--- src/pmp_ram.sv ---
// Generic single-port synchronous RAM with a registered read.
`timescale 1ns / 1ps
`default_nettype none
module pmp_ram #(
  parameter int WIDTH = 8,
  parameter int DEPTH = 256,
  localparam int AW = (DEPTH > 1) ? $clog2(DEPTH) : 1
) (
  input  wire logic             clk_i,
  input  wire logic             we_i,
  input  wire logic [AW-1:0]    addr_i,
  input  wire logic [WIDTH-1:0] wdata_i,
  output logic      [WIDTH-1:0] rdata_o
);

  logic [WIDTH-1:0] mem_q [DEPTH];
  logic [WIDTH-1:0] rdata_q;

  always_ff @(posedge clk_i) begin
    if (we_i) begin
      mem_q[addr_i] <= wdata_i;
    end
    rdata_q <= mem_q[addr_i];
  end

  assign rdata_o = rdata_q;

endmodule
`default_nettype wire

--- config.mk ---
export PLATFORM = sky130hd
export DESIGN_NAME = pmp_ram
export DESIGN_NICKNAME = d
export VERILOG_FILES = /design/src/pmp_ram.sv
export SDC_FILE = /design/constraint.sdc
export NUM_CORES = 2
export LEC_CHECK = 0
export BUFFER_PORTS_ARGS = -buffer_cell sky130_fd_sc_hd__buf_2
export CAP_MARGIN = 5
export CORE_MARGIN = 2
export CORE_UTILIZATION = 30
export CTS_CLUSTER_DIAMETER = 80
export DETAILED_ROUTE_END_ITERATION = 10
export GPL_ROUTABILITY_DRIVEN = 0
export PLACE_DENSITY_LB_ADDON = 0.25
export SETUP_SLACK_MARGIN = 0.3
export SYNTH_ARGS = -nofsm -noshare
export SYNTH_HDL_FRONTEND = slang
export SYNTH_SLANG_ARGS = --single-unit
--- constraint.sdc ---
create_clock -name clk_i -period 2.2 [get_ports clk_i]
set_input_delay 0.11 -clock clk_i [delete_from_list [all_inputs] [get_ports clk_i]]
set_output_delay 0.11 -clock clk_i [all_outputs]
set_load 0.02 [all_outputs]
==> reports/metrics.yaml <==
worst_setup_path:
  r2r-end: "rdata_o[1]"
  start_kind: "flop"
  reg2reg_depth: 5
  critPathRequiredTime_ns: 2.89
  critPathMaxFanout: 1
  r2r-start: "mem_q[171][1]"
  cp.arrival_ns: 3.00
  path_class: "reg2reg"
  setup.worst_path.end_class: "flop"
  rrSetupSlack_ns: -0.11
hold_path:
  hold_start: "addr_i[6]"
  hold_depth: 5
  holdPathEnd: "rdata_o[1]"
  hp-class: "in2reg"
final_layout:
  area_growth_pct: 24.8
  drive_gt1_frac: 0.403
  final_nets: 4197
  final_cells: 7861
logic_synthesis:
  synth_seq_area_share: 0.786
  synthTopCellsByArea: "edfxtp_1, mux4_2, a22oi_1"
  synth_top_area_share: 0.783
  syn-num-nets: 3565
  synth_cells: 3547
  ys_ff_latch: 2056
  synth_area_um2: 78500
  yosys.area.top_type: "edfxtp_1"
  ys_types: 22
  synth.avg_cell_area_um2: 22.1
  yosys_warnings: 0
die:
  ios: 26
  start_util: 0.302
  die_h_um: 516
  rows: 187
  fp.coreArea_um2: 260000
  die_width_um: 516
  dieArea_um2: 266000
global_routing:
  grt-ovfl-total: 0
  antenna_found_initial: 5
  grt_max_degree: 97
  grt_usage: 0.160
  grt_pass1_vias: 40397
  grt_pass1_wl_um: 305000
power_and_ir_drop:
  peakVddDrop_mv: 0.586
  power.total_mw: 83.5
  p_leak_nw: 30.1
  power_density_nw_per_um2: 853
placed_design:
  dp_cells: 7452
  dp_hpwl_um: 137000
  port_buffers: 25
  place_ws_ns: -1.30
routing:
  drt-total-wl_um: 213000
  ant_nets: 0
  drt_iter0_drc: 3708
  wire_per_inst_um: 27.1
  drc: 0
  viasPerCell: 4.97
  vias: 39059
  drt_pass1_iterations: 7
cts:
  h-tree-depth: 4
  clock_path_buffers: 3
  clk_latency_ns: 0.84
  root_buffer: "clkbuf_16"
  cts_post_setup_buffers_inserted: 0
  cts.clk_slew.worst_paths_ns: 0.06
  cts_buffers: 211
  cts_tree: "yes"
  clock-sinks: 2056
status:
  failed_checks: "setup timing"
  outcome: "finished with violations"
flow_run:
  drv_cap: 0
sta:
  slew_headroom: 0.353
  period_share: 1.05
  tightestPinTransition_ns: 0.963
  setup_ws_ns: -0.107
  setup_violations: 6
  drv_slew: 0
  min_period_ns: 2.31
  fin_skew_ns: 0.0377
  final.setup.tns_ns: -0.288
  finalHoldViolations: 0
  fmax_mhz: 433
  rsz0062_at_grt: "yes"
  holdWs_ns: 0.107
## timing repair
action | CTS | global route
endpoints found under the setup margin | 24 | 9
hold buffers | 10 | 0
gates resized for setup | 88 | 26
pin swaps | 27 | 11
hold endpoints to repair | 1232 | 0
## cell usage after synthesis
cell and number:
a21oi_1 128, a22oi_1 256, and2_1 3, buf_1 19, buf_2 36, buf_4 16
buf_6 16, clkbuf_1 145, dfxtp_1 8, edfxtp_1 2048, inv_1 1, mux4_2 512
nand2_1 28, nand2b_1 6, nand3_1 13, nand4_1 8, nor2_1 232, nor2b_1 7
nor3_1 30, o41ai_1 32, or2_2 2, or3_1 1
## layout by cell type (no fill, tap or decap), types with 21 or more instances in the layout
cell type,instances
a22oi_2,41
clkinv_1,48
a21oi_1,99
mux4_2,512
nor2_4,161
buf_12,185
buf_4,429
nor3_1,30
bufinv_16,21
clkinv_2,39
nor2_1,66
clkbuf_1,35
clkbuf_16,212
a22oi_1,215
a21oi_2,25
edfxtp_1,2048
## worst max-delay path: stages (launching register included)
cell      delay (ns)
edfxtp_1        0.36
mux4_2          0.47
a22oi_1         0.42
a21oi_1         0.26
o41ai_4         0.48
nand4_1         0.15
## routing by layer
metal  vias up  share of wire  GRT usage
met1     21286           0.45      0.225
met2      1059           0.48      0.260
met3       273          0.044     0.0234
li1      16441              -          -
met4         0          0.022     0.0388
met5         -              0          0
## registers in the layout, indices dropped and copies added, names as in the netlist
register	cells
mem_q	2048
rdata_o	8
## stage by stage
step,util,instance area [um^2]
2_1_floorplan,-,79900
5_1_grt,0.377,97900
3_3_place_gp,0.347,90300
3_5_place_dp,0.347,90300
4_1_cts,0.376,97800
6_report,0.377,97900
## worst max path at each step
stage	startpoint	to	slack, ns	cells past startpoint
after floorplan	addr_i[1]	mem_q[145][0]	0.10	6
after global placement	addr_i[0]	rdata_o[6]	-1.31	8
after detailed placement	addr_i[0]	rdata_o[6]	-1.30	9
after CTS	mem_q[170][0]	rdata_o[0]	-0.09	6
after global routing	mem_q[19][1]	rdata_o[1]	-0.13	7
final	mem_q[171][1]	rdata_o[1]	-0.11	5
## kinds of logic after synthesis
logic type / count (synthesis) / share of synthesized area
flip-flops: 2056 / 0.786
multiplexers: 512 / 0.147
AO/OA/AOI/OAI: 416 / 0.0362
AND/OR/NAND/NOR: 330 / 0.0173
buffers and inverters: 233 / 0.0140
## cell type report
class,instances,area [um^2]
diodes,5,12.5
fillers,23433,162000
multi-input cells,1258,17700
clock buffers,251,5490
flip-flops and latches,2056,61700
inverters,1,3.75
well taps,3496,4370
clock inverters,143,1400
repair buffers,651,7270
## where the power goes
part,switching [mW],internal [mW]
Combinational,2.82,1.84
Clock,15.3,20.3
Sequential,0.0595,43.2
Total,18.2,65.3
Power figures use the tool's default switching activity.
