==> src/pmp_pkg.sv <==
// Shared types and constants of the paged memory block.
`timescale 1ns / 1ps
`default_nettype none
package pmp_pkg;

  localparam int DEF_PAGE_OFFSET_BITS = 12;
  localparam int DEF_VIRT_PAGE_BITS   = 8;
  localparam int DEF_FRAME_COUNT      = 16;

  // Width of page-number arithmetic: covers address plus length.
  localparam int PW = 23;

  typedef enum logic [2:0] {
    OP_MAP         = 3'd0,
    OP_MAP_BACKING = 3'd1,
    OP_UNMAP       = 3'd2,
    OP_REPROTECT   = 3'd3,
    OP_READ        = 3'd4,
    OP_WRITE       = 3'd5,
    OP_CHECK_RANGE = 3'd6,
    OP_GET_PERMS   = 3'd7
  } op_e;

  typedef enum logic [2:0] {
    STS_OK        = 3'd0,
    STS_BAD_ARG   = 3'd1,
    STS_COLLISION = 3'd2,
    STS_FAULT     = 3'd3,
    STS_NO_FRAMES = 3'd4
  } status_e;

  typedef struct packed {
    logic [63:0] write_data;
    logic [3:0]  backing_frame;
    logic [2:0]  perm;
    logic [20:0] length;
    logic [19:0] address;
    op_e         operation;
  } req_t;

  typedef struct packed {
    logic        perm_valid;
    logic [2:0]  perm_out;
    logic [63:0] read_data;
    status_e     status;
  } res_t;

endpackage
`default_nettype wire

==> src/pmp_obuf.sv <==
// Output register that holds one result word for the master side.
`timescale 1ns / 1ps
`default_nettype none
module pmp_obuf
  import pmp_pkg::*;
(
  input  wire logic clk_i,
  input  wire logic rst_ni,
  input  wire res_t res_i,
  input  wire logic res_valid_i,
  output logic      res_ready_o,
  output res_t      out_o,
  output logic      out_valid_o,
  input  wire logic out_ready_i
);

  logic valid_q;
  res_t data_q;

  assign res_ready_o = !valid_q || out_ready_i;
  assign out_valid_o = valid_q;
  assign out_o       = data_q;

  always_ff @(posedge clk_i or negedge rst_ni) begin
    if (!rst_ni) begin
      valid_q <= 1'b0;
    end else if (res_ready_o) begin
      valid_q <= res_valid_i;
    end
  end

  always_ff @(posedge clk_i) begin
    if (res_ready_o && res_valid_i) begin
      data_q <= res_i;
    end
  end

endmodule
`default_nettype wire

==> config.mk <==
export PLATFORM = sky130hd
export DESIGN_NAME = pmp_obuf
export DESIGN_NICKNAME = d
export VERILOG_FILES = /design/src/pmp_pkg.sv /design/src/pmp_obuf.sv
export SDC_FILE = /design/constraint.sdc
export NUM_CORES = 1
export LEC_CHECK = 0
export BUFFER_PORTS_ARGS = -buffer_cell sky130_fd_sc_hd__buf_4
export CORE_AREA = 2 2 77 79
export DETAILED_ROUTE_END_ITERATION = 10
export DIE_AREA = 0 0 79 81
export PLACE_DENSITY = 0.75
export SLEW_MARGIN = 10
export SYNTH_ARGS = -nofsm -noshare
export SYNTH_HDL_FRONTEND = slang
export SYNTH_SLANG_ARGS = --single-unit
==> constraint.sdc <==
create_clock -name clk_i -period 1.8 [get_ports clk_i]
set_clock_uncertainty 0.1 [all_clocks]
set_input_delay 0.09 -clock clk_i [delete_from_list [all_inputs] [get_ports clk_i]]
set_output_delay 0.09 -clock clk_i [all_outputs]
set_load 0.02 [all_outputs]
==> results.json, run 1 <==
{
  "placedInstanceArea_sq_um": 3420,
  "initial_core_util_pct": 38.5,
  "via_per_inst": 4.37,
  "place_worst_setup_slack_ns": 0.330,
  "crit_type": "reg -> reg",
  "reg2reg_depth": 3,
  "holdPathStages": 3,
  "ys_types": 5,
  "reg2reg_from": "out_valid_o",
  "cts-root-buf": "clkbuf_8",
  "cp-end-kind": "register",
  "numCtsBuffers": 9,
  "coreArea_sq_um": 5680,
  "hold_violations": 0,
  "track_usage_pct": 21.8,
  "hpwl_mm": 3.81,
  "cts_max_level": 3,
  "r2r-end": "out_o[40]",
  "setup_viol": 0,
  "finalMaxSlewViolations": 0,
  "antenna_left": 0,
  "drive_above_1_share_pct": 51.4,
  "holdPathEnd": "out_o[38]",
  "crit_required_ns": 1.73,
  "first_pass_iters": 4,
  "cp.arrival_ns": 1.43,
  "stdcell_area_sq_um": 4350,
  "io_pins": 148,
  "drc": 0,
  "hp-start": "out_ready_i",
  "syn-num-nets": 150,
  "ir_drop_v": 0.000568,
  "syn-instance-count": 75,
  "status": "completed",
  "p_per_area_nw_per_um2": 862,
  "row_count": 28,
  "whs_ns": 0.339,
  "diodes": 0,
  "layout_setup_ws_ns": 0.303,
  "synth_area_per_cell_sq_um": 29.1,
  "max_freq_ghz": 0.668,
  "cts_tree": "yes",
  "grt_pass1_wl_mm": 9.76,
  "routed_wl_mm": 6.89,
  "worst_setup_hold_path_clk_slew_ns": 0.07,
  "cp_max_fo": 34,
  "ys_ff_latch": 72,
  "yosys_warnings": 0,
  "grt_pass1_vias": 1903,
  "critPathLaunchType": "register",
  "grt_max_degree": 35,
  "grt_antenna_before_repair": 0,
  "vias": 1705,
  "fin_crit_sh_pct": 83.2,
  "drt_iter0_drc": 96,
  "hp-class": "in -> reg",
  "power.leakage_nw": 1.83,
  "p_total_w": 0.00375,
  "period_minus_slack_ns": 1.50,
  "wl_per_cell_um": 17.7,
  "routabilityCongestion": 0.697,
  "synth_area_sq_um": 2190,
  "die_area_sq_um": 6400,
  "insertion_delay_ns": 0.34,
  "max_slew_margin_pct": 81.7,
  "die_height_um": 81,
  "nets": 385,
  "syn2layout_area_growth_pct": 99.1,
  "grt.overflow.total": 0,
  "tightest_slew_ns": 0.274,
  "clock_path_buffers": 2,
  "die-width_um": 79,
  "rsz0062_at_grt": "no",
  "drv_cap": 0,
  "r2r_slack_ns": 0.30,
  "portBuffers": 147,
  "ctsResizeCount": 0,
  "cts.sinks": 72,
  "ys_seq_area_share_pct": 98.7,
  "tns_ns": 0
}
[where the power goes]
part	total, W	switching (W)	internal (W)	leakage [nW]
sequential	0.00199	0.0000323	0.00195	0.687
clock	0.00118	0.000564	0.000620	0.0902
combinational	0.000580	0.000254	0.000326	1.05
[metrics by stage]
step / utilization, % / instances
2_1_floorplan: - / 75
6_report: 76.7 / 390
3_5_place_dp: 60.3 / 299
4_1_cts: 76.7 / 390
3_3_place_gp: 60.3 / 299
5_1_grt: 76.7 / 390
[layout by cell type, fill, tap and decap left out]
| cell type | Yosys | final |
|---|---|---|
| bufinv_16 | 0 | 1 |
| buf_4 | 0 | 147 |
| clkinv_2 | 0 | 1 |
| buf_12 | 0 | 2 |
| dfrtp_1 | 1 | 1 |
| clkbuf_1 | 0 | 1 |
| nand2b_1 | 1 | 1 |
| clkinv_1 | 0 | 4 |
| dlygate4sd3_1 | 0 | 75 |
| nand2b_4 | 1 | 1 |
| edfxtp_1 | 71 | 71 |
| clkbuf_8 | 0 | 9 |
| and2_4 | 1 | 1 |
[state kept, by name, indices dropped and copies added (netlist names)]
name	count
out_o	71
out_valid_o	1
[layout make-up]
cell class              instances  area [sq um]
clock buffers                  10           128
clock inverters                 6          50.0
fillers                       313          1320
multi-input cells               3          28.8
flip-flops and latches         72          2160
well taps                      75          93.8
repair buffers                224          1890
[critical path: stages (launching register included)]
cell and delay [ns]:
dfrtp_1 0.42, nand2b_4 0.09, and2_4 0.32, buf_12 0.25
[worst max path at each step]
stage,start,endpoint,slack (ns)
2_1_floorplan,out_valid_o,out_o[0],0.11
4_1_cts,out_valid_o,out_o[20],0.32
3_5_place_dp,out_valid_o,out_o[2],0.33
6_report,out_valid_o,out_o[40],0.30
5_1_grt,out_valid_o,out_o[22],0.24
3_3_place_gp,out_valid_o,out_o[2],0.36
[what timing repair did]
item                                    4_1_cts  5_1_grt
hold endpoints to repair                     73        0
hold buffers                                 75        0
endpoints found under the setup margin        0        0
setup buffers                                 0        0
[cell usage after synthesis]
master	number	area, sq um
and2_4	1	8.76
dfrtp_1	1	25.0
edfxtp_1	71	2130
nand2b_1	1	6.26
nand2b_4	1	13.8
[logic make-up (layout without fill, tap and decap cells)]
| group | after synthesis | after routing | share of synthesized area, % |
|---|---|---|---|
| buffers and inverters | 0 | 240 | 0 |
| flip-flops | 72 | 72 | 98.7 |
| AND/OR/NAND/NOR | 3 | 3 | 1.32 |
[per-layer routing]
layer / vias to the layer above / routed length [um] / track usage (%)
met2: 99 / 3620 / 37.0
met3: 7 / 721 / 9.89
met4: 0 / 77 / 10.2
li1: 772 / - / -
met5: - / 0 / 0
met1: 827 / 2480 / 23.5
(Power assumes the default switching activity.)
==> run 2, diff against run 1 <==
==> constraint.sdc (replaced) <==
create_clock -name clk_i -period 1.4 [get_ports clk_i]
set_clock_uncertainty 0.1 [all_clocks]
set_input_delay 0.07 -clock clk_i [delete_from_list [all_inputs] [get_ports clk_i]]
set_output_delay 0.07 -clock clk_i [all_outputs]
set_load 0.02 [all_outputs]
==> run 2 against run 1 <==
Register-to-register slack lost 0.27 ns. Flip-flop and latch count is the same. Wire length grew 6.3%. Clock power grew 53%. Power grew 37%. Sequential share of layout area shrank 0.76 points. Design area grew 1.6%. Setup slack lost 0.27 ns. Clock-buffer cell count shrank 1.
==> results.json, run 2 (synthesis gave the netlist of run 1 again) <==
{
  "nets": 387,
  "layout_commonest_cell": "buf_4",
  "setup_viol": 0,
  "cts.sinks": 72,
  "antenna_left": 0,
  "drive_above_1_share_pct": 53.3,
  "ctsResizeCount": 0,
  "via_per_inst": 4.42,
  "slowest_delay_ns": 0.45,
  "diodes": 0,
  "holdPathStages": 2,
  "cp_top_family": "flip-flops",
  "crit_type": "reg -> reg",
  "r2r-end": "out_o[57]",
  "grt_max_degree": 33,
  "period_minus_slack_ns": 1.37,
  "cp_max_fo": 32,
  "startpoint": "out_valid_o",
  "crit_required_ns": 1.34,
  "vias": 1732,
  "stdcell_area_sq_um": 4420,
  "finalMaxSlewViolations": 0,
  "drv_cap": 0,
  "hpwl_mm": 3.92,
  "grt_antenna_before_repair": 0,
  "cp.arrival_ns": 1.31,
  "reg2reg_depth": 3,
  "coreArea_sq_um": 5680,
  "critPathLaunchType": "register",
  "worst_setup_hold_path_clk_slew_ns": 0.08,
  "path_cells": "nand2b_4 -> and2_4 -> buf_12",
  "routed_wl_mm": 7.33,
  "largest_reg_flops": 71,
  "hold_violations": 0,
  "drc": 0,
  "fin_crit_sh_pct": 97.8,
  "insertion_delay_ns": 0.34,
  "portBuffers": 147,
  "hp-class": "in -> reg",
  "grt.overflow.total": 0,
  "die_height_um": 81,
  "crit_buf_inv": 1,
  "status": "completed",
  "r2r_slack_ns": 0.03,
  "grt_pass1_wl_mm": 10.5,
  "io_pins": 148,
  "grt_pass1_vias": 2015,
  "max_freq_ghz": 0.731,
  "tightest_slew_ns": 0.178,
  "ir_drop_v": 0.00112,
  "cp_slowest_cell": "dfrtp_2",
  "wl_per_cell_um": 18.7,
  "die-width_um": 79,
  "initial_core_util_pct": 38.5,
  "track_usage_pct": 23.5,
  "whs_ns": 0.333,
  "max_slew_margin_pct": 88.2,
  "numCtsBuffers": 9,
  "cts_tree": "yes",
  "cts_max_level": 3,
  "clock_path_buffers": 2,
  "die_area_sq_um": 6400,
  "placedInstanceArea_sq_um": 3440,
  "first_pass_iters": 4,
  "cts-root-buf": "clkbuf_8",
  "drt_iter0_drc": 55,
  "reg2reg_from": "out_valid_o",
  "syn2layout_area_growth_pct": 102,
  "power.leakage_nw": 1.85,
  "final_cell_mix": "buf_4, dlygate4sd3_1, edfxtp_1",
  "hp-start": "res_i[25]",
  "p_per_area_nw_per_um2": 1160,
  "holdPathEnd": "out_o[25]",
  "cp-end-kind": "register",
  "row_count": 28,
  "routabilityCongestion": 0.729
}
## run 2: routing by layer
metal	track usage (%)	wire (um)	vias up
met3	11.4	759	16
met5	2.50	0	-
met1	23.6	2400	827
met2	41.9	4000	113
met4	8.79	164	0
li1	-	-	776
## run 2: worst max path at each step
stage,end,slack [ns],cells after the start
after floorplan,out_o[0],-0.26,2
after global placement,out_o[42],0.11,3
after detailed placement,out_o[42],0.09,3
after CTS,out_valid_o,0.08,3
after global routing,out_o[57],-0.003,3
final,out_o[57],0.03,3
## run 2: layout make-up
class	instances	area [sq um]
fillers	295	1250
clock inverters	7	95.1
repair buffers	226	1920
well taps	75	93.8
multi-input cells	3	28.8
clock buffers	9	124
flip-flops and latches	72	2160
## run 2: worst reg2reg max path, cell delays in order (launching register included)
cell      delay (ns)
dfrtp_2         0.45
nand2b_4        0.09
and2_4          0.20
buf_12          0.21
## run 2: metrics by stage
| stage | setup TNS (ns) | total power, W | util [%] | worst slack [ns] | instances |
|---|---|---|---|---|---|
| 5_1_grt | -0.0104 | 0.00526 | 77.9 | -0.00254 | 392 |
| 3_3_place_gp | 0 | 0.00315 | 60.7 | 0.112 | 300 |
| 2_1_floorplan | -18.24 | 0.00279 | - | -0.257 | 75 |
| 3_5_place_dp | 0 | 0.00317 | 60.7 | 0.0914 | 300 |
| 6_report | 0 | 0.00512 | 77.9 | 0.0313 | 392 |
| 4_1_cts | 0 | 0.00509 | 77.8 | 0.0752 | 391 |
## run 2: what timing repair did
action,in CTS,in global routing
setup buffers,0,1
hold buffers,75,1
endpoints found under the hold margin,73,1
endpoints found under the setup margin,0,14
## run 2: power by group
part	total, W	leakage (nW)	switching [W]	internal, W
Clock	0.00180	0.0995	0.000800	0.00100
Combinational	0.000763	1.07	0.000334	0.000429
Sequential	0.00256	0.686	0.0000446	0.00251
