$ cat src/pmp_pkg.sv
// Shared types and constants of the paged memory block.
`timescale 1ns / 1ps
`default_nettype none
package pmp_pkg;

  localparam int DEF_PAGE_OFFSET_BITS = 12;
  localparam int DEF_VIRT_PAGE_BITS   = 8;
  localparam int DEF_FRAME_COUNT      = 16;

  // Width of page-number arithmetic: covers address plus length.
  localparam int PW = 23;

  typedef enum logic [2:0] {
    OP_MAP         = 3'd0,
    OP_MAP_BACKING = 3'd1,
    OP_UNMAP       = 3'd2,
    OP_REPROTECT   = 3'd3,
    OP_READ        = 3'd4,
    OP_WRITE       = 3'd5,
    OP_CHECK_RANGE = 3'd6,
    OP_GET_PERMS   = 3'd7
  } op_e;

  typedef enum logic [2:0] {
    STS_OK        = 3'd0,
    STS_BAD_ARG   = 3'd1,
    STS_COLLISION = 3'd2,
    STS_FAULT     = 3'd3,
    STS_NO_FRAMES = 3'd4
  } status_e;

  typedef struct packed {
    logic [63:0] write_data;
    logic [3:0]  backing_frame;
    logic [2:0]  perm;
    logic [20:0] length;
    logic [19:0] address;
    op_e         operation;
  } req_t;

  typedef struct packed {
    logic        perm_valid;
    logic [2:0]  perm_out;
    logic [63:0] read_data;
    status_e     status;
  } res_t;

endpackage
`default_nettype wire

$ cat src/pmp_ctrl.sv
// Operation sequencer: page valid bits, allocator and memory access steps.
`timescale 1ns / 1ps
`default_nettype none
module pmp_ctrl
  import pmp_pkg::*;
#(
  parameter int PAGE_OFFSET_BITS = DEF_PAGE_OFFSET_BITS,
  parameter int VIRT_PAGE_BITS   = DEF_VIRT_PAGE_BITS,
  parameter int FRAME_COUNT      = DEF_FRAME_COUNT,
  localparam int FB     = (FRAME_COUNT > 1) ? $clog2(FRAME_COUNT) : 1,
  localparam int PTW    = 3 + FB,
  localparam int SDEPTH = FRAME_COUNT << PAGE_OFFSET_BITS,
  localparam int SAW    = $clog2(SDEPTH)
) (
  input  wire logic                      clk_i,
  input  wire logic                      rst_ni,
  input  wire logic                      req_valid_i,
  input  wire req_t                      req_i,
  output logic                           req_ready_o,
  output res_t                           res_o,
  output logic                           res_valid_o,
  input  wire logic                      res_ready_i,
  output logic                           pt_we_o,
  output logic      [VIRT_PAGE_BITS-1:0] pt_addr_o,
  output logic      [PTW-1:0]            pt_wdata_o,
  input  wire logic [PTW-1:0]            pt_rdata_i,
  output logic                           st_we_o,
  output logic      [SAW-1:0]            st_addr_o,
  output logic      [7:0]                st_wdata_o,
  input  wire logic [7:0]                st_rdata_i
);

  localparam int NFW = $clog2(FRAME_COUNT + 1);
  localparam int ZW  = SAW + 1;
  localparam int POB = PAGE_OFFSET_BITS;
  localparam int VPB = VIRT_PAGE_BITS;
  localparam logic [PW-1:0] VPAGES = PW'(1) << VPB;
  localparam logic [PW-1:0] FC_P   = PW'(FRAME_COUNT);

  typedef enum logic [3:0] {
    S_CLR, S_IDLE, S_EXEC, S_COLL, S_ZERO, S_MAPW, S_UNMAP, S_RPRD, S_RPWR,
    S_ACPT, S_ACCK, S_ACRD, S_CHKR, S_GPRD, S_DONE
  } state_e;

  state_e                 state_q;
  logic [(1<<VPB)-1:0]    valid_q;
  op_e                    op_q;
  logic [19:0]            addr_q;
  logic [20:0]            len_q;
  logic [2:0]             perm_q;
  logic [3:0]             bframe_q;
  logic [63:0]            wdata_q;
  logic [PW-1:0]          pg_q, end_q, va_q;
  logic [FB-1:0]          fr_q;
  logic [NFW-1:0]         nf_q;
  logic [ZW-1:0]          zc_q, ze_q;
  logic [2:0]             bi_q;
  logic [63:0]            rd_q;
  status_e                status_q;
  logic [2:0]             pout_q;
  logic                   pv_q;

  logic [PW-1:0] first, count, fc, last_pg, va_pg;
  logic          misal, cur_valid, pg_last, need_ok, byte_last;
  logic [2:0]    pt_perm;
  logic [FB-1:0] pt_frame;

  assign first     = PW'(addr_q >> POB);
  assign count     = PW'(len_q >> POB);
  assign fc        = first + count;
  assign last_pg   = (PW'(addr_q) + PW'(len_q) - PW'(1)) >> POB;
  assign va_pg     = va_q >> POB;
  assign misal     = (len_q == '0) || (addr_q[POB-1:0] != '0) || (len_q[POB-1:0] != '0);
  assign cur_valid = valid_q[pg_q[VPB-1:0]];
  assign pg_last   = (pg_q + PW'(1)) == end_q;
  assign pt_perm   = pt_rdata_i[FB +: 3];
  assign pt_frame  = pt_rdata_i[FB-1:0];
  assign need_ok   = (op_q == OP_READ) ? pt_perm[0] : pt_perm[1];
  assign byte_last = ({1'b0, bi_q} + 4'd1) == len_q[3:0];

  assign req_ready_o = (state_q == S_IDLE);
  assign res_valid_o = (state_q == S_DONE);
  assign res_o = '{perm_valid: pv_q, perm_out: pout_q, read_data: rd_q, status: status_q};

  always_comb begin
    pt_we_o    = 1'b0;
    pt_addr_o  = pg_q[VPB-1:0];
    pt_wdata_o = {perm_q, fr_q};
    st_we_o    = 1'b0;
    st_addr_o  = zc_q[SAW-1:0];
    st_wdata_o = 8'd0;
    case (state_q)
      S_EXEC: pt_addr_o = first[VPB-1:0];
      S_ACPT: pt_addr_o = va_pg[VPB-1:0];
      S_MAPW: pt_we_o = 1'b1;
      S_RPWR: begin
        pt_we_o    = 1'b1;
        pt_wdata_o = {perm_q, pt_frame};
      end
      S_CLR, S_ZERO: st_we_o = 1'b1;
      S_ACCK: begin
        st_addr_o  = SAW'({pt_frame, va_q[POB-1:0]});
        st_we_o    = need_ok && (op_q == OP_WRITE);
        st_wdata_o = wdata_q[{bi_q, 3'b000} +: 8];
      end
      default: ;
    endcase
  end

  always_ff @(posedge clk_i or negedge rst_ni) begin
    if (!rst_ni) begin
      state_q  <= S_CLR;
      valid_q  <= '0;
      nf_q     <= '0;
      zc_q     <= '0;
      ze_q     <= ZW'(SDEPTH);
      op_q     <= OP_MAP;
      addr_q   <= '0;
      len_q    <= '0;
      perm_q   <= '0;
      bframe_q <= '0;
      wdata_q  <= '0;
      pg_q     <= '0;
      end_q    <= '0;
      va_q     <= '0;
      fr_q     <= '0;
      bi_q     <= '0;
      rd_q     <= '0;
      status_q <= STS_OK;
      pout_q   <= '0;
      pv_q     <= 1'b0;
    end else begin
      case (state_q)
        S_CLR: begin
          if (zc_q + ZW'(1) == ze_q) begin
            state_q <= S_IDLE;
          end else begin
            zc_q <= zc_q + ZW'(1);
          end
        end
        S_IDLE: begin
          if (req_valid_i) begin
            op_q     <= req_i.operation;
            addr_q   <= req_i.address;
            len_q    <= req_i.length;
            perm_q   <= req_i.perm;
            bframe_q <= req_i.backing_frame;
            wdata_q  <= req_i.write_data;
            state_q  <= S_EXEC;
          end
        end
        S_EXEC: begin
          rd_q     <= '0;
          pout_q   <= '0;
          pv_q     <= 1'b0;
          status_q <= STS_OK;
          case (op_q)
            OP_MAP, OP_MAP_BACKING: begin
              if (misal || fc > VPAGES ||
                  (op_q == OP_MAP_BACKING && PW'(bframe_q) + count > FC_P)) begin
                status_q <= STS_BAD_ARG;
                state_q  <= S_DONE;
              end else begin
                pg_q    <= first;
                end_q   <= fc;
                state_q <= S_COLL;
              end
            end
            OP_UNMAP, OP_REPROTECT: begin
              if (misal) begin
                status_q <= STS_BAD_ARG;
                state_q  <= S_DONE;
              end else if (first >= VPAGES) begin
                state_q <= S_DONE;
              end else begin
                pg_q    <= first;
                end_q   <= (fc > VPAGES) ? VPAGES : fc;
                state_q <= (op_q == OP_UNMAP) ? S_UNMAP : S_RPRD;
              end
            end
            OP_READ, OP_WRITE: begin
              if (len_q == '0 || len_q > 21'd8) begin
                status_q <= STS_BAD_ARG;
                state_q  <= S_DONE;
              end else begin
                va_q    <= PW'(addr_q);
                bi_q    <= '0;
                state_q <= S_ACPT;
              end
            end
            OP_CHECK_RANGE: begin
              if (len_q == '0) begin
                state_q <= S_DONE;
              end else begin
                pg_q    <= first;
                end_q   <= last_pg + PW'(1);
                state_q <= S_CHKR;
              end
            end
            default: begin
              if (first < VPAGES && valid_q[first[VPB-1:0]]) begin
                state_q <= S_GPRD;
              end else begin
                status_q <= STS_FAULT;
                state_q  <= S_DONE;
              end
            end
          endcase
        end
        S_COLL: begin
          if (cur_valid) begin
            status_q <= STS_COLLISION;
            state_q  <= S_DONE;
          end else if (!pg_last) begin
            pg_q <= pg_q + PW'(1);
          end else if (op_q == OP_MAP) begin
            if (PW'(nf_q) + count > FC_P) begin
              status_q <= STS_NO_FRAMES;
              state_q  <= S_DONE;
            end else begin
              zc_q    <= ZW'(nf_q) << POB;
              ze_q    <= (ZW'(nf_q) + ZW'(count)) << POB;
              fr_q    <= FB'(nf_q);
              nf_q    <= nf_q + NFW'(count);
              state_q <= S_ZERO;
            end
          end else begin
            fr_q    <= FB'(bframe_q);
            pg_q    <= first;
            state_q <= S_MAPW;
          end
        end
        S_ZERO: begin
          if (zc_q + ZW'(1) == ze_q) begin
            pg_q    <= first;
            state_q <= S_MAPW;
          end else begin
            zc_q <= zc_q + ZW'(1);
          end
        end
        S_MAPW: begin
          valid_q[pg_q[VPB-1:0]] <= 1'b1;
          fr_q <= fr_q + FB'(1);
          if (pg_last) begin
            state_q <= S_DONE;
          end else begin
            pg_q <= pg_q + PW'(1);
          end
        end
        S_UNMAP: begin
          valid_q[pg_q[VPB-1:0]] <= 1'b0;
          if (pg_last) begin
            state_q <= S_DONE;
          end else begin
            pg_q <= pg_q + PW'(1);
          end
        end
        S_RPRD: begin
          if (cur_valid) begin
            state_q <= S_RPWR;
          end else if (pg_last) begin
            state_q <= S_DONE;
          end else begin
            pg_q <= pg_q + PW'(1);
          end
        end
        S_RPWR: begin
          if (pg_last) begin
            state_q <= S_DONE;
          end else begin
            pg_q    <= pg_q + PW'(1);
            state_q <= S_RPRD;
          end
        end
        S_ACPT: begin
          if (va_pg >= VPAGES || !valid_q[va_pg[VPB-1:0]]) begin
            status_q <= STS_FAULT;
            state_q  <= S_DONE;
          end else begin
            state_q <= S_ACCK;
          end
        end
        S_ACCK: begin
          if (!need_ok) begin
            status_q <= STS_FAULT;
            state_q  <= S_DONE;
          end else if (op_q == OP_READ) begin
            state_q <= S_ACRD;
          end else if (byte_last) begin
            state_q <= S_DONE;
          end else begin
            bi_q    <= bi_q + 3'd1;
            va_q    <= va_q + PW'(1);
            state_q <= S_ACPT;
          end
        end
        S_ACRD: begin
          rd_q[{bi_q, 3'b000} +: 8] <= st_rdata_i;
          if (byte_last) begin
            state_q <= S_DONE;
          end else begin
            bi_q    <= bi_q + 3'd1;
            va_q    <= va_q + PW'(1);
            state_q <= S_ACPT;
          end
        end
        S_CHKR: begin
          if (pg_q >= VPAGES || !cur_valid) begin
            status_q <= STS_FAULT;
            state_q  <= S_DONE;
          end else if (pg_last) begin
            state_q <= S_DONE;
          end else begin
            pg_q <= pg_q + PW'(1);
          end
        end
        S_GPRD: begin
          pout_q  <= pt_perm;
          pv_q    <= 1'b1;
          state_q <= S_DONE;
        end
        S_DONE: begin
          if (res_ready_i) begin
            state_q <= S_IDLE;
          end
        end
        default: state_q <= S_IDLE;
      endcase
    end
  end

endmodule
`default_nettype wire

$ cat config.mk
export PLATFORM = sky130hd
export DESIGN_NAME = pmp_ctrl
export DESIGN_NICKNAME = d
export VERILOG_FILES = /design/src/pmp_pkg.sv /design/src/pmp_ctrl.sv
export SDC_FILE = /design/constraint.sdc
export NUM_CORES = 1
export LEC_CHECK = 0
export ABC_CLOCK_PERIOD_IN_PS = 6500
export BUFFER_PORTS_ARGS = -buffer_cell sky130_fd_sc_hd__buf_4
export CAP_MARGIN = 10
export CORE_UTILIZATION = 30
export DETAILED_ROUTE_END_ITERATION = 6
export GPL_TIMING_DRIVEN = 0
export MAX_ROUTING_LAYER = met4
export PLACE_DENSITY = 0.47
export SYNTH_ARGS = -nofsm -noshare
export SYNTH_HDL_FRONTEND = slang
export SYNTH_SLANG_ARGS = --single-unit
$ cat constraint.sdc
create_clock -name clk_i -period 6.5 [get_ports clk_i]
set_input_delay 1.3 -clock clk_i [delete_from_list [all_inputs] [get_ports clk_i]]
set_output_delay 1.3 -clock clk_i [all_outputs]
set_load 0.005 [all_outputs]
==> out/qor.txt, run 1 <==
dominant cell by count in the synthesized netlist: dfrtp_1
Core Rows: 123
Critical Path RT: 7.03 ns
CTS Root Cell: clkbuf_16
clk slew on worst S/H paths: 0.06 ns
io pins: 248
Synth area leaders: dfrtp_1 39%, mux4_2 12%, a21oi_1 5.6%
H-tree depth: 3
share of cells above drive strength 1: 20.4%
Least-Margin Pin Slew: 1.48 ns
Final Instance Area: 40,600 um2
Total GRT Usage: 28.9%
first-pass GRT wire length: 234 mm
Buffers on Ports: 247
Ys Warns: 0
DRT antenna net count: 0
largest net degree at the start of global routing: 113
switching power: 10.2 mW
final WL: 164 mm
CTS tree: done
WL per Instance: 30.7 um
min cycle time layout: 6.15 ns
Die X-Extent: 339 um
via count: 32.8k
Max-Slew Margin vs Limit: 1.08%
post-synth top area share: 39.2%
FF+latch count, synth: 534
clk_lat worst skew: 0.66 ns
core area: 112,000 um2
Gate power share: 54.5%
R2R Path Start: addr_q[12]
CP max FO: 10
Initial Util: 30.2%
most used flip-flop cell after synthesis: dfrtp_1
1st-iter DRT viols: 4,024
Sink Count: 534
crit-path max cell delay: 0.65 ns
Synth area leader: dfrtp_1
Gate Count Post-Synth: 3,466
dpl cell area: 38,100 um2
Seq pwr share: 25.8%
DRC viols: 0
total clock buffers created by CTS: 70
asr flop ratio synth: 100%
non-filler cells, final: 5,365
fillers: 11.4k
most frequent cells after synthesis: 533 x dfrtp_1, 380 x a21oi_1, 292 x nand2_1
Remaining Overflow, GRT: 0
# setup viols final: 0
Syn Nets: 3,671
hold path startpoint: rd_q[46]
Worst Path Arrival: 6.68 ns
RSZ-0062 raised after global routing: no
CP most frequent cell: buf_2
Die ar.: 115,000 um2
fin. max-slew vios: 0
Final Power: 21.4 mW
crit share post-route: 94.6%
Layout Area Growth over Synthesis: 19.4%
Routability Congestion: 1.05
CP Capture Type: flip-flop
peak supply drop: 0.000263 V
CP cell instances: buf_2 -> buf_2 -> buf_2 -> buf_2 -> inv_1 -> ha_1 -> inv_1 -> ha_1 -> or3b_2 -> o21ai_0 -> a311oi_1 -> ha_1 -> nand4_1 -> or3_1 -> o311ai_0 -> o2111ai_1 -> nor3b_1
Synth cell types: 91
drt via density: 6.11
status: complete, no violations
CP max-delay cell: buf_2
fmax: 0.163 GHz
Setup CP Type: flip-flop to flip-flop
HP Class: flip-flop to flip-flop
worst-case clock buffer depth: 3
sw frac: 47.8%
max cap viols: 0
Leakage Power: 16.8 nW
Clk network pwr share: 19.7%
initial antenna violation count: 8
final net count: 4,012
PwrDens: 527 nW/um2
dpl cells: 5,228
Initial DRT Pass Iterations: 6
Startpoint Class: flip-flop
vias in the first global route: 31.5k
Die Y: 339 um
Post-synth EDFFs: 0
mapped cell area: 34,000 um2
final hold viol count: 0
syn avg cell area: 9.82 um2
hold-fix buffers at CTS: 0
crit path from: addr_q[12]
skew final: 0.0235 ns
DP HPWL: 118 mm
sequential share of the synthesized area: 39.3%
internal power: 11.2 mW
layer usage:
layer  wire (um)  global-route usage, %  vias up  share of wire (%)
met1       65400                   36.2    16679                 40
met2       75100                   44.3     1812                 46
met4        9040                   13.9        0                5.5
li1            -                      -    13815                  -
met5           0                      -        -                  0
met3       14900                   6.28      457                9.0
kinds of logic after synthesis:
| kind of cell | Yosys count | share of synthesized area (%) |
|---|---|---|
| AO/OA/AOI/OAI | 1135 | 20.3 |
| AND/OR/NAND/NOR | 825 | 11.9 |
| flip-flops | 534 | 39.3 |
| buffers and inverters | 452 | 5.41 |
| multiplexers | 397 | 19.1 |
| adder cells (fa/ha/maj) | 72 | 2.71 |
| XOR/XNOR | 51 | 1.31 |
cells in the final DEF (no fill, tap or decap), types with 19 or more instances in the layout:
master       n
ha_1        68
xor2_1      22
and3_1      19
nand3_1     89
xnor2_1     29
o31ai_1     28
a211oi_1    22
clkbuf_16   70
mux2_2     135
inv_1      116
a21oi_1    380
a22oi_1     52
buf_2       34
nor2b_1     19
mux4_2     186
dfrtp_1    533
nand2b_1    26
mux2i_1     74
nor4_1      31
nor2_1     137
nor3_1      55
o21ai_0    185
nand2_1    292
and2_1      34
clkbuf_1   271
a31oi_1    276
nand4_1     41
buf_4      255
worst max-delay path, delay by kind of cell, from the launching register on:
kind,cells,cell delay [ns]
buffers and inverters,6,2.24
AOI/OAI and AO/OA,4,1.40
adders and majority gates,3,1.12
and+or+nand+nor,4,0.81
DFF,1,0.44
final timing paths:
check / end / cells after the start / slack [ns]
max: end_q[8] / 17 / 0.35
min: rd_q[46] / 2 / 0.50
max reg2reg: end_q[8] / 17 / 0.35
min reg2reg: rd_q[46] / 2 / 0.50
max in group asynchronous: async pin / 4 / 4.26
min in group asynchronous: len_q[18] / 2 / 0.67
repair_timing:
action                                  in CTS  in global routing
resized for setup                            2                  4
endpoints found under the setup margin       2                  3
buffers inserted                             0                  0
per-stage QoR:
step                TNS [ns]  utilization, %  hold WS (ns)  worst slack [ns]
global placement    -1236.05            33.6         0.483             -2.38
CTS                        0            36.0         0.501             0.342
detailed placement  -0.00158            33.8         0.488          -0.00158
global route               0            36.1         0.515            0.0523
finish                     0            36.1         0.498             0.349
floorplan                  0               -         0.474              2.25
layout make-up:
| class | instances | area (um2) | share of cell area (%) |
|---|---|---|---|
| repair buffers | 269 | 2240 | 5.52 |
| inverters | 121 | 454 | 1.12 |
| diodes | 5 | 12.5 | 0.0308 |
| well taps | 1500 | 1880 | 4.62 |
| clock buffers | 95 | 2000 | 4.91 |
| clock inverters | 30 | 437 | 1.08 |
| multi-input cells | 2480 | 18800 | 46.4 |
| flip-flops and latches | 534 | 13400 | 32.9 |
| plain buffers | 331 | 1400 | 3.45 |
power by group through the flow:
stage               clock (mW)  combinational (mW)  sequential [mW]
global placement             0                11.3             5.52
finish                    4.21                11.7             5.53
CTS                       4.26                11.4             5.48
detailed placement           0                11.3             5.52
global route              4.37                12.3             5.65
floorplan                    0                7.17             5.10
No activity file was read; power rests on OpenSTA's default activity.
==> inputs of run 2 (changes only) <==
--- a/config.mk
+++ b/config.mk
@@ -11,7 +11,6 @@
 export CORE_UTILIZATION = 30
 export DETAILED_ROUTE_END_ITERATION = 6
 export GPL_TIMING_DRIVEN = 0
-export MAX_ROUTING_LAYER = met4
 export PLACE_DENSITY = 0.47
 export SYNTH_ARGS = -nofsm -noshare
 export SYNTH_HDL_FRONTEND = slang
==> run 2 against run 1 <==
Effect of this change: the run now ends with capacitance limit, slew limit left; non-clock buffer count down 2; setup slack got worse by 0.080 ns; worst hold slack better by 0.0025 ns; flip-flop and latch count did not move; combinational power is essentially flat; fmax is 1.3% lower; core utilization shrank 0.25 points; final area shrank 0.68%; via count decreased by 0.28%; sequential share of layout area up 0.23 points; register-to-register slack got worse by 0.08 ns; clock power fell by 8.1%; largest power group unchanged; highest routed layer unchanged.
==> out/qor.txt, run 2 (same netlist as run 1, synthesis figures left out) <==
Startpoint Class: flip-flop
H-tree depth: 3 (unchanged)
CP max FO: 10 (unchanged)
max cap viols: 1 (+1)
DP HPWL: 117 mm (-0.98%)
Total GRT Usage: 27.6% (-1.3 points)
Die ar.: 115,000 um2 (unchanged)
HP Class: flip-flop to flip-flop
# setup viols final: 0 (unchanged)
clk_lat worst skew: 0.69 ns (+0.03 ns)
Layout Area Growth over Synthesis: 18.6%
final WL: 163 mm (-1.1%)
commonest non-fill, non-tap cells in the layout: 533 x dfrtp_1, 380 x a21oi_1, 292 x nand2_1
final hold viol count: 0 (unchanged)
worst-case clock buffer depth: 3 (unchanged)
status: finished, violations left
fmax: 0.161 GHz (-1.3%)
Setup CP Type: flip-flop to flip-flop
crit share post-route: 95.8% (+1.2 points)
drt via density: 6.09 (-0.21%)
Final Instance Area: 40,300 um2 (-0.68%)
min cycle time layout: 6.23 ns (+0.0796 ns)
Max-Slew Margin vs Limit: -1.82% (-2.9 points)
Critical Path RT: 7.07 ns (+0.04 ns)
CP max-delay cell: clkdlybuf4s15_1
first-pass GRT wire length: 231 mm (-1.4%)
setup_tns: 0 ns (unchanged)
CP Capture Type: flip-flop
dpl cells: 5,229 (+0.019%)
Least-Margin Pin Slew: 1.53 ns (+0.0435 ns)
skew final: 0.0437 ns (+0.0201 ns)
Initial DRT Pass Iterations: 6 (unchanged)
CTS Root Cell: clkbuf_16
Sink Count: 534 (unchanged)
non-filler cells, final: 5,361 (-0.075%)
via count: 32.7k (-0.28%)
initial antenna violation count: 3 (-5)
fin. max-slew vios: 11 (+11)
Leakage Power: 16.7 nW (-0.74%)
dpl cell area: 38,000 um2 (about the same)
CTS tree: done
io pins: 248 (unchanged)
clk slew on worst S/H paths: 0.06 ns (about the same)
Remaining Overflow, GRT: 0 (unchanged)
Final WS setup: 0.270 ns (-0.0796 ns)
largest net degree at the start of global routing: 114 (+0.88%)
DRC viols: 0 (unchanged)
crit-path max cell delay: 0.77 ns (+0.12 ns)
DP Worst Slack: 0.238 ns (+0.240 ns)
CP cell instances: clkdlybuf4s15_1 -> clkdlybuf4s15_1 -> clkbuf_2 -> buf_8 -> inv_1 -> ha_1 -> a21o_1 -> a21o_1 -> a221oi_1 -> xnor2_1 -> nand4_1 -> a2111o_1 -> a21oi_1 -> clkbuf_1 -> nor2_1 -> a31oi_1
core area: 112,000 um2 (unchanged)
reg2reg path depth: 16 (-1)
share of cells above drive strength 1: 20.1% (-0.32 points)
commonest non-fill, non-tap cell in the layout: dfrtp_1
hold path cells: 1 (-1)
PwrDens: 521 nW/um2 (-1.2%)
RSZ-0062 raised after global routing: no
Die Y: 339 um (unchanged)
Worst Path Arrival: 6.80 ns (+0.12 ns)
DRT antenna net count: 0 (unchanged)
failing checks: capacitance limit, slew limit
final net count: 4,009 (-0.075%)
Die X-Extent: 339 um (unchanged)
peak supply drop: 0.000203 V (-23%)
WL per Instance: 30.3 um (-1.0%)
Routability Congestion: 1.06 (+0.39%)
Buffers on Ports: 247 (unchanged)
1st-iter DRT viols: 4,023 (-0.025%)
Initial Util: 30.2% (unchanged)
total clock buffers created by CTS: 69 (-1.4%)
Core Rows: 123 (unchanged)
vias in the first global route: 31.3k (-0.60%)
run 2: layout make-up:
class,instances,area [um2]
Antenna cell,4,10.0
Buffer,331,1400
Clock buffer,94,1920
Clock inverter,30,283
Fill cell,11549,72200
Inverter,121,454
Multi-Input combinational cell,2480,18800
Sequential cell,534,13400
Tap cell,1500,1880
Timing Repair Buffer,267,2210
run 2: timing repair:
| action | 4_1_cts | 5_1_grt |
|---|---|---|
| hold buffers | 0 | 0 |
| buffers inserted | 0 | 0 |
| setup endpoints to repair | 0 | 12 |
| gates resized for setup | 0 | 5 |
run 2: per-stage QoR:
stage	power, mW	hold slack (ns)	utilization, %
after detailed placement	16.8	0.488	33.8
after CTS	20.7	0.501	35.8
final	21.0	0.500	35.9
after global routing	22.0	0.516	35.8
after floorplan	12.3	0.474	-
after global placement	16.7	0.486	33.6
run 2: path summary, 6_finish.rpt:
path,from,end,slack [ns]
max,addr_q[13],end_q[4],0.27
min,wdata_q[24],wdata_q[24],0.50
max reg2reg,addr_q[13],end_q[4],0.27
min reg2reg,wdata_q[24],wdata_q[24],0.50
max in group asynchronous,rst_ni,async pin,4.07
min in group asynchronous,rst_ni,len_q[19],0.57
run 2: report_power, final:
group	leakage [nW]	total, mW	internal (mW)	switching [mW]
sequential	7.10	5.52	4.40	1.12
combinational	8.49	11.6	4.27	7.35
clock	1.09	3.87	2.18	1.70
total	16.7	21.0	10.8	10.2
run 2: layer usage:
| layer | track usage, % | wire (um) |
|---|---|---|
| met1 | 35.8 | 64700 |
| met2 | 42.6 | 73500 |
| met3 | 6.77 | 15600 |
| met4 | 14.0 | 8900 |
| met5 | 0 | 0 |
run 2: worst max-delay path: cells and delay by family (launching register included):
| family | cells | cell delay [ns] |
|---|---|---|
| flip-flops | 1 | 0.35 |
| XOR/XNOR | 1 | 0.26 |
| adder cells (fa/ha/maj) | 1 | 0.33 |
| AO/OA/AOI/OAI | 6 | 2.09 |
| AND/OR/NAND/NOR | 2 | 0.31 |
| buffers and inverters | 6 | 2.74 |
